File: config.mk
export PLATFORM = sky130hd
export DESIGN_NAME = utf8_stream_validator_core
export DESIGN_NICKNAME = d
export VERILOG_FILES = /design/src/rtl/core/u8v_pkg.sv /design/src/rtl/core/u8v_decode.sv /design/src/rtl/core/utf8_stream_validator_core.sv
export SDC_FILE = /design/constraint.sdc
export NUM_CORES = 1
export LEC_CHECK = 0
export ABC_AREA = 0
export BUFFER_PORTS_ARGS = -buffer_cell sky130_fd_sc_hd__buf_4
export CORE_ASPECT_RATIO = 0.7
export CORE_MARGIN = 3
export CORE_UTILIZATION = 40
export CTS_CLUSTER_DIAMETER = 40
export CTS_CLUSTER_SIZE = 40
export DETAILED_ROUTE_END_ITERATION = 10
export SYNTH_ARGS = -nofsm -noshare
export SYNTH_HDL_FRONTEND = slang
export SYNTH_SLANG_ARGS = --single-unit
File: constraint.sdc
create_clock -name clk -period 1.9 [get_ports clk]
set_clock_uncertainty 0.05 [all_clocks]
set_input_delay 0.19 -clock clk [delete_from_list [all_inputs] [get_ports clk]]
set_output_delay 0.19 -clock clk [all_outputs]
set_load 0.05 [all_outputs]
File: src/rtl/core/u8v_pkg.sv
`timescale 1ns / 1ps
// shared types, constants and the scalar range check for the utf-8 validator
package u8v_pkg;

  localparam int unsigned ScalarW = 21;

  // request kind codes
  localparam logic KIND_DATA = 1'b0;
  localparam logic KIND_END  = 1'b1;

  // lead byte ranges
  localparam logic [7:0] LEAD2_LO = 8'hC2;
  localparam logic [7:0] LEAD2_HI = 8'hDF;
  localparam logic [7:0] LEAD3_LO = 8'hE0;
  localparam logic [7:0] LEAD3_HI = 8'hEF;
  localparam logic [7:0] LEAD4_LO = 8'hF0;
  localparam logic [7:0] LEAD4_HI = 8'hF4;

  // continuation byte form 10xxxxxx
  localparam logic [1:0] CONT_TAG = 2'b10;

  // sequence lengths
  localparam logic [2:0] LEN_NONE = 3'd0;
  localparam logic [2:0] LEN_1    = 3'd1;
  localparam logic [2:0] LEN_2    = 3'd2;
  localparam logic [2:0] LEN_3    = 3'd3;
  localparam logic [2:0] LEN_4    = 3'd4;

  // scalar limits
  localparam logic [ScalarW-1:0] SCALAR_MAX   = 21'h10FFFF;
  localparam logic [ScalarW-1:0] SURR_LO      = 21'h00D800;
  localparam logic [ScalarW-1:0] SURR_HI      = 21'h00DFFF;
  localparam logic [ScalarW-1:0] MIN_3BYTE    = 21'h000800;
  localparam logic [ScalarW-1:0] MIN_4BYTE    = 21'h010000;

  typedef struct packed {
    logic [1:0]         pending;
    logic [2:0]         seq_len;
    logic [ScalarW-1:0] partial;
    logic               err;
  } dec_state_t;

  function automatic logic scalar_bad(input logic [2:0] len, input logic [ScalarW-1:0] s);
    logic bad;
    bad = 1'b0;
    if (len == LEN_3 && s < MIN_3BYTE) bad = 1'b1;
    if (len == LEN_4 && s < MIN_4BYTE) bad = 1'b1;
    if (s > SCALAR_MAX) bad = 1'b1;
    if (s >= SURR_LO && s <= SURR_HI) bad = 1'b1;
    if (s == '0) bad = 1'b1;
    return bad;
  endfunction

endpackage

File: src/rtl/core/u8v_decode.sv
`timescale 1ns / 1ps
// next decode state for one text byte
module u8v_decode
  import u8v_pkg::*;
(
  input  dec_state_t  cur,
  input  logic [7:0]  data_byte,
  output dec_state_t  nxt
);

  logic [ScalarW-1:0] shifted;

  assign shifted = {cur.partial[ScalarW-7:0], data_byte[5:0]};

  always_comb begin
    nxt = cur;
    if (!cur.err) begin
      if (cur.pending == 2'd0) begin
        if (!data_byte[7]) begin
          // single byte, only nul is refused
          if (scalar_bad(LEN_1, {13'd0, data_byte})) nxt.err = 1'b1;
        end else if (data_byte inside {[LEAD2_LO:LEAD2_HI]}) begin
          nxt.seq_len = LEN_2;
          nxt.pending = 2'd1;
          nxt.partial = {16'd0, data_byte[4:0]};
        end else if (data_byte inside {[LEAD3_LO:LEAD3_HI]}) begin
          nxt.seq_len = LEN_3;
          nxt.pending = 2'd2;
          nxt.partial = {17'd0, data_byte[3:0]};
        end else if (data_byte inside {[LEAD4_LO:LEAD4_HI]}) begin
          nxt.seq_len = LEN_4;
          nxt.pending = 2'd3;
          nxt.partial = {18'd0, data_byte[2:0]};
        end else begin
          nxt.err = 1'b1;
        end
      end else if (data_byte[7:6] != CONT_TAG) begin
        nxt.err = 1'b1;
      end else begin
        nxt.pending = cur.pending - 2'd1;
        if (cur.pending == 2'd1) begin
          if (scalar_bad(cur.seq_len, shifted)) nxt.err = 1'b1;
          nxt.seq_len = LEN_NONE;
          nxt.partial = '0;
        end else begin
          nxt.partial = shifted;
        end
      end
    end
  end

endmodule

File: src/rtl/core/utf8_stream_validator_core.sv
`timescale 1ns / 1ps
// top level of the streaming strict utf-8 validator
// an accepted end request passes through the input register, then its verdict is held in the result register
// throughput: one request per cycle, data and end requests alike, set by the byte decode
// a held verdict does not stop data requests; only an end request waits for the result register
// reset: synchronous active-high rst empties the input and result registers and clears
// the decode state, so the next text starts clean
module utf8_stream_validator_core
  import u8v_pkg::*;
(
  input  logic       clk,
  input  logic       rst,
  input  logic       in_valid,
  output logic       in_ready,
  input  logic       kind,
  input  logic [7:0] data_byte,
  output logic       out_valid,
  input  logic       out_ready,
  output logic       text_valid
);

  // input register
  logic       in_full;
  logic       kind_q;
  logic [7:0] byte_q;

  // decode state
  dec_state_t state;
  dec_state_t state_next;

  logic consume;
  logic end_take;

  // a data request always moves on; an end request needs the result register free
  assign consume  = in_full && (kind_q == KIND_DATA || !out_valid || out_ready);
  assign end_take = consume && kind_q == KIND_END;
  assign in_ready = !in_full || consume;

  always_ff @(posedge clk) begin
    if (rst) begin
      in_full <= 1'b0;
    end else if (in_ready) begin
      in_full <= in_valid;
    end
  end

  // payload needs no reset
  always_ff @(posedge clk) begin
    if (in_valid && in_ready) begin
      kind_q <= kind;
      byte_q <= data_byte;
    end
  end

  u8v_decode u_decode (
    .cur       (state),
    .data_byte (byte_q),
    .nxt       (state_next)
  );

  // state advances on data, clears after the verdict
  always_ff @(posedge clk) begin
    if (rst) begin
      state <= '0;
    end else if (end_take) begin
      state <= '0;
    end else if (consume) begin
      state <= state_next;
    end
  end

  // result register
  always_ff @(posedge clk) begin
    if (rst) begin
      out_valid <= 1'b0;
    end else if (end_take) begin
      out_valid <= 1'b1;
    end else if (out_ready) begin
      out_valid <= 1'b0;
    end
  end

  // a text is good when nothing went wrong and no sequence is left open
  always_ff @(posedge clk) begin
    if (end_take) begin
      text_valid <= !state.err && state.pending == 2'd0;
    end
  end

`ifndef SYNTHESIS
  a_clear_after_end : assert property (@(posedge clk) disable iff (rst)
    end_take |=> state == '0)
    else $error("decode state not cleared after end request");

  a_err_sticky : assert property (@(posedge clk) disable iff (rst)
    state.err && !end_take |=> state.err)
    else $error("error flag dropped before end request");

  a_len_open : assert property (@(posedge clk) disable iff (rst)
    state.pending != 2'd0 |->
      (state.seq_len == LEN_2 || state.seq_len == LEN_3 || state.seq_len == LEN_4))
    else $error("open sequence without a length");

  a_partial_idle : assert property (@(posedge clk) disable iff (rst)
    state.pending == 2'd0 |-> state.partial == '0 && state.seq_len == LEN_NONE)
    else $error("partial scalar left over between sequences");

  a_end_waits : assert property (@(posedge clk) disable iff (rst)
    in_full && kind_q == KIND_END && out_valid && !out_ready |-> !in_ready)
    else $error("end request taken over an unread verdict");
`endif

endmodule

After elaboration in Yosys (flattened, before gate mapping) --
Index checks and enable logic that the tools add are counted.
Operators by class: reductions and logical operators 24, magnitude comparators 11, bitwise operators 2, $add $sub $neg 1, equality and inequality tests 7, muxes and demuxes 32
Operator list (count):
- $mux W26 | 5
- $mux W27 | 1
- $ge A8 B8 Y1 const B | 3
- $le A8 B8 Y1 const B | 3
- $mux W1 | 24
- $ge A21 B16 Y1 const B | 1
- $gt A21 B21 Y1 const B | 1
- $le A21 B16 Y1 const B | 1
- $logic_not A21 Y1 | 1
- $lt A21 B12 Y1 const B | 1
- $lt A21 B17 Y1 const B | 1
- $mux W21 | 1
- $logic_and A1 B1 Y1 | 10
- $logic_not A8 Y1 | 1
- $ne A2 B2 Y1 const B | 3
- $reduce_and A6 Y1 | 1
- $reduce_and A5 Y1 | 1
- $ne A4 B1 Y1 const B | 1
- $reduce_bool A2 Y1 | 2
- $eq A3 B2 Y1 const B | 1
- $eq A3 B3 Y1 const B | 1
- $logic_not A1 Y1 | 3
- $logic_or A1 B1 Y1 | 3
- $mux W3 | 1
- other kinds (5) | 6
Word-level totals: logic and storage cells 86, output and inout port bits 3, bits of input ports 13, flip-flop bits (word level) 33

Logic depth before layout (Yosys ltp) --
depth after elaboration 16, depth in mapped cells 6, gate-level depth less buffers 4

By module --
A second synthesis with hierarchy kept.
Second synthesis, totals: cells, all modules 201, area, all modules 2108.3 um2
Modules (own cells, without submodules):
- utf8_stream_validator_core | sequential area each 880.8 um2, cells an instance 83, instances 1, area each 1276.2 um2
- u8v_decode | sequential area each 0.0 um2, cells an instance 118, instances 1, area each 832.0 um2

Least setup slack after synthesis --
No wires, ideal clock.
kind register -> register, start point reg out_valid, end point reg in_full, stages on the path, launching flop included 4, required time 1771 ps, data arrival time 1824 ps, setup time 79 ps, period minus slack after synthesis 1954 ps, path buffers 0, setup slack -54 ps, cells stage by stage dfxtp_1 > nor2b_1 > nand3_1 > a21oi_1
Between the ends: longest elaborated chain between the ends 5
RTL lines:
- start: declaration | RTL line utf8_stream_validator_core.sv:17 | output logic out_valid,
- start signal: assignment | RTL line utf8_stream_validator_core.sv:75 | out_valid <= 1'b0;
- start signal: assignment | RTL line utf8_stream_validator_core.sv:77 | out_valid <= 1'b1;
- start signal: assignment | RTL line utf8_stream_validator_core.sv:79 | out_valid <= 1'b0;
- $logic_not A1 Y1 | RTL line utf8_stream_validator_core.sv:35 | assign consume = in_full && (kind_q == KIND_DATA || !out_valid || out_ready);
- $logic_or A1 B1 Y1 (2 in series) | RTL line utf8_stream_validator_core.sv:35
- $logic_and A1 B1 Y1 | RTL line utf8_stream_validator_core.sv:35
- $logic_or A1 B1 Y1 | RTL line utf8_stream_validator_core.sv:37 | assign in_ready = !in_full || consume;
- named net in_ready | RTL line utf8_stream_validator_core.sv:14 | output logic in_ready,
- end signal: assignment | RTL line utf8_stream_validator_core.sv:43 | in_full <= in_valid;
- end: declaration | RTL line utf8_stream_validator_core.sv:23 | logic in_full;
The timed path passes the listed nets, and every way through them passes these cells. A chain may end at the register's enable or synchronous reset.

Worst setup path in the final report --
start point reg byte_q[1], end point reg state[2] in the netlist's numbering
Between the ends: longest elaborated chain between the ends 6, elaborated cells on any way between the ends 18, classes of those cells order compare: 6; eq/ne: 1; mux: 7; reduce/logical: 4
RTL lines:
- start: declaration | RTL line utf8_stream_validator_core.sv:25 | logic [7:0] byte_q;
- start signal: assignment | RTL line utf8_stream_validator_core.sv:51 | byte_q <= data_byte;
- $ge A8 B8 Y1 or $le A8 B8 Y1 (tied branches) | RTL line u8v_decode.sv:26 | end else if (data_byte inside {[LEAD3_LO:LEAD3_HI]}) begin
- $logic_and A1 B1 Y1 | RTL line u8v_decode.sv:26
- $mux W26 | RTL line u8v_decode.sv:26
- $mux W26 | RTL line u8v_decode.sv:22 | end else if (data_byte inside {[LEAD2_LO:LEAD2_HI]}) begin
- $mux W26 | RTL line u8v_decode.sv:19 | if (!data_byte[7]) begin
- $mux W27 | RTL line u8v_decode.sv:18 | if (cur.pending == 2'd0) begin
- end signal: assignment | RTL line utf8_stream_validator_core.sv:68 | state <= state_next;
- end: declaration | RTL line utf8_stream_validator_core.sv:28 | dec_state_t state;
Parallel ways exist; a longest one is shown, timed or not. The select of a mux whose other input is x is not followed.

==> reports/qor.txt <==
largest net degree at the start of global routing - 38
die width - 80.98 um
Flop pwr share - 54.5%
overall routing resource usage - 15.76%
gr ovfl total - 0
Cells after Synth - 153
WL final - 3.257 mm
Layout Nets - 194
Post-DRT Antenna Nets - 0
DR WL/cell - 14.04 um
share of layout cells above drive strength 1 - 23.63%
Max Cap Violations - 0
DR DRC count - 0
P_int - 1068 uW
number of CTS-inserted buffers - 5
sw frac - 24.30%
DR pass1 iterations - 4
die area - 4736 um^2
site row count - 18
Synth area leaders - dfxtp_1, edfxtp_1, mux2i_1, nand2_1, nand3_1
Fmax - 557.3 MHz
CTS root buffer - clkbuf_8
Slew @ Worst Pin - 0.4361 ns
crit path capture type - flip-flop
Period minus WS final - 1.794 ns
worst setup path start - byte_q[1]
Final Hold Vio Count - 0
number of synthesized flops with an enable pin - 10
top_reg_cell synth - dfxtp_1
vias in the first global route - 1187
fillers - 345
Core ar. - 3649 um^2
Max Buffers Root-to-Sink - 2
register area share after synthesis - 48.33%
status - finished, final reports clean
top cell type by total area after synthesis - dfxtp_1
GP Congestion - 0.8064
first-pass GRT wire length - 5.658 mm
Antenna Cells - 0
combinational power share - 11.2%
syn_nets - 166
worst setup slack after placement - 0.05602 ns
fin crit share - 94.44%
PortBufs - 15
unique cell type count in the Yosys netlist - 39
Worst slew margin - 70.62%
CTS tree - yes
Sw Pwr - 342.7 uW
Clock Latency Late Sink - 0.28 ns
Power Density - 734.7 nW/um^2
Final setup viols - 0
TNS Setup - 0 ns
ys async rst share - 0%
hold path startpoint - data_byte[0]
Hold Path Class - input pin to flip-flop
Max Fanout on Critical Path - 16
most common cell after layout, fill and taps aside - buf_4
Worst Setup Slack, final - 0.1057 ns
LEAKAGE - 0.0007816 uW
Slew Viols, Final - 0
yosys warns - 0
Initial Utilization - 43.14%
commonest non-fill, non-tap cells in the layout - buf_4, dfxtp_1, nand2_1
register bit count reported by yosys - 33
Detail Placement HPWL - 2.378 mm
Via density - 5.414
clk slew on worst S/H paths - 0.06 ns
Via Count - 1256
Worst VDD drop - 523.5 uV
Iter 0 DRT Violations - 104
Die H - 58.49 um
synthesized area per cell - 10.29 um^2
Clk pwr share - 34.4%
initial antenna violation count - 0
Reg-to-Reg Start - byte_q[1]
I/O pin count - 16
startpoint types - flip-flop
crit path kind - flip-flop to flip-flop
Post-Syn Area - 1574 um^2
Layout Area Growth over Synthesis - 21.94%
H-tree Lvls - 2
critical path required time - 2.05 ns
# hold bufs at CTS - 0
area fraction of the dominant cell type after synthesis - 29.25%
Sink Count - 33
WP data arrival - 1.94 ns
## worst max-delay path: stages (launching register included)
cell and delay, ns:
edfxtp_1 0.45, nor4_4 0.42, o211ai_2 0.19, o21ai_4 0.18
buf_12 0.18, mux2i_1 0.23
## flip-flops by register name (all words and copies together), names as in the netlist
signal,count
text_valid,1
state,21
kind_q,1
byte_q,8
in_full,1
out_valid,1
## worst paths after layout
kind,to,slack [ns],depth (start not counted)
worst max-delay path,state[2],0.11,5
worst min-delay path,byte_q[0],0.03,1
worst max register to register,state[2],0.11,5
worst min register to register,state[14],0.41,2
## per-layer routing
layer | track usage (%) | vias to the layer above | wire, um
li1 | - | 631 | -
met1 | 23.35 | 596 | 1710
met2 | 21.52 | 22 | 1367
met3 | 4.587 | 7 | 122
met4 | 5.783 | 0 | 57
met5 | 0 | - | 0
## what timing repair did
action / 4_1_cts / 5_1_grt
endpoints found under the hold margin: 0 / 0
setup endpoints to repair: 0 / 18
gates resized for setup: 0 / 1
buffers inserted: 0 / 4
## synth_stat cells, drive strengths merged, types with 4 or more instances
cell type  instances
clkbuf             4
dfxtp             23
edfxtp            10
inv                4
mux2i             17
nand2             21
nand2b             4
nand3             14
nor2               8
o211ai             7
## layout make-up
| cell class | instances | area [um^2] | area share [%] |
|---|---|---|---|
| clock buffers | 5 | 68.82 | 3.585 |
| clock inverters | 3 | 12.51 | 0.6519 |
| inverters | 4 | 15.01 | 0.7823 |
| repair buffers | 27 | 227.7 | 11.86 |
| well taps | 50 | 62.56 | 3.259 |
| multi-input cells | 110 | 772.0 | 40.22 |
| flip-flops and latches | 33 | 760.7 | 39.63 |
## stage by stage
stage / cells / util (%) / hold slack [ns] / power [uW] / area, um^2
after floorplan: 153 / - / 0.2091 / 875.2 / 1579
after global placement: 220 / 49.38 / 0.3183 / 931.0 / 1802
after CTS: 228 / 51.61 / 0.02475 / 1418 / 1883
after detailed placement: 220 / 49.38 / 0.3195 / 933.4 / 1802
after global routing: 232 / 52.61 / 0.01471 / 1478 / 1919
final: 232 / 52.61 / 0.03065 / 1410 / 1919
## power by group through the flow
stage	combinational (uW)	sequential (uW)	clock [uW]
final	158	768	484
after detailed placement	150	783	0
after CTS	151	768	500
after global routing	172	771	536
after global placement	148	783	0
after floorplan	89.9	785	0
## logic make-up (layout without fill, tap and decap cells)
kind of cell,count (synthesis),after routing,share of synthesized area (%)
DFF,33,33,48.33
and+or+nand+nor,67,67,22.81
AOI/OAI and AO/OA,26,26,14.71
muxes,17,17,10.81
buffers and inverters,10,39,3.338
(Power assumes the default switching activity.)
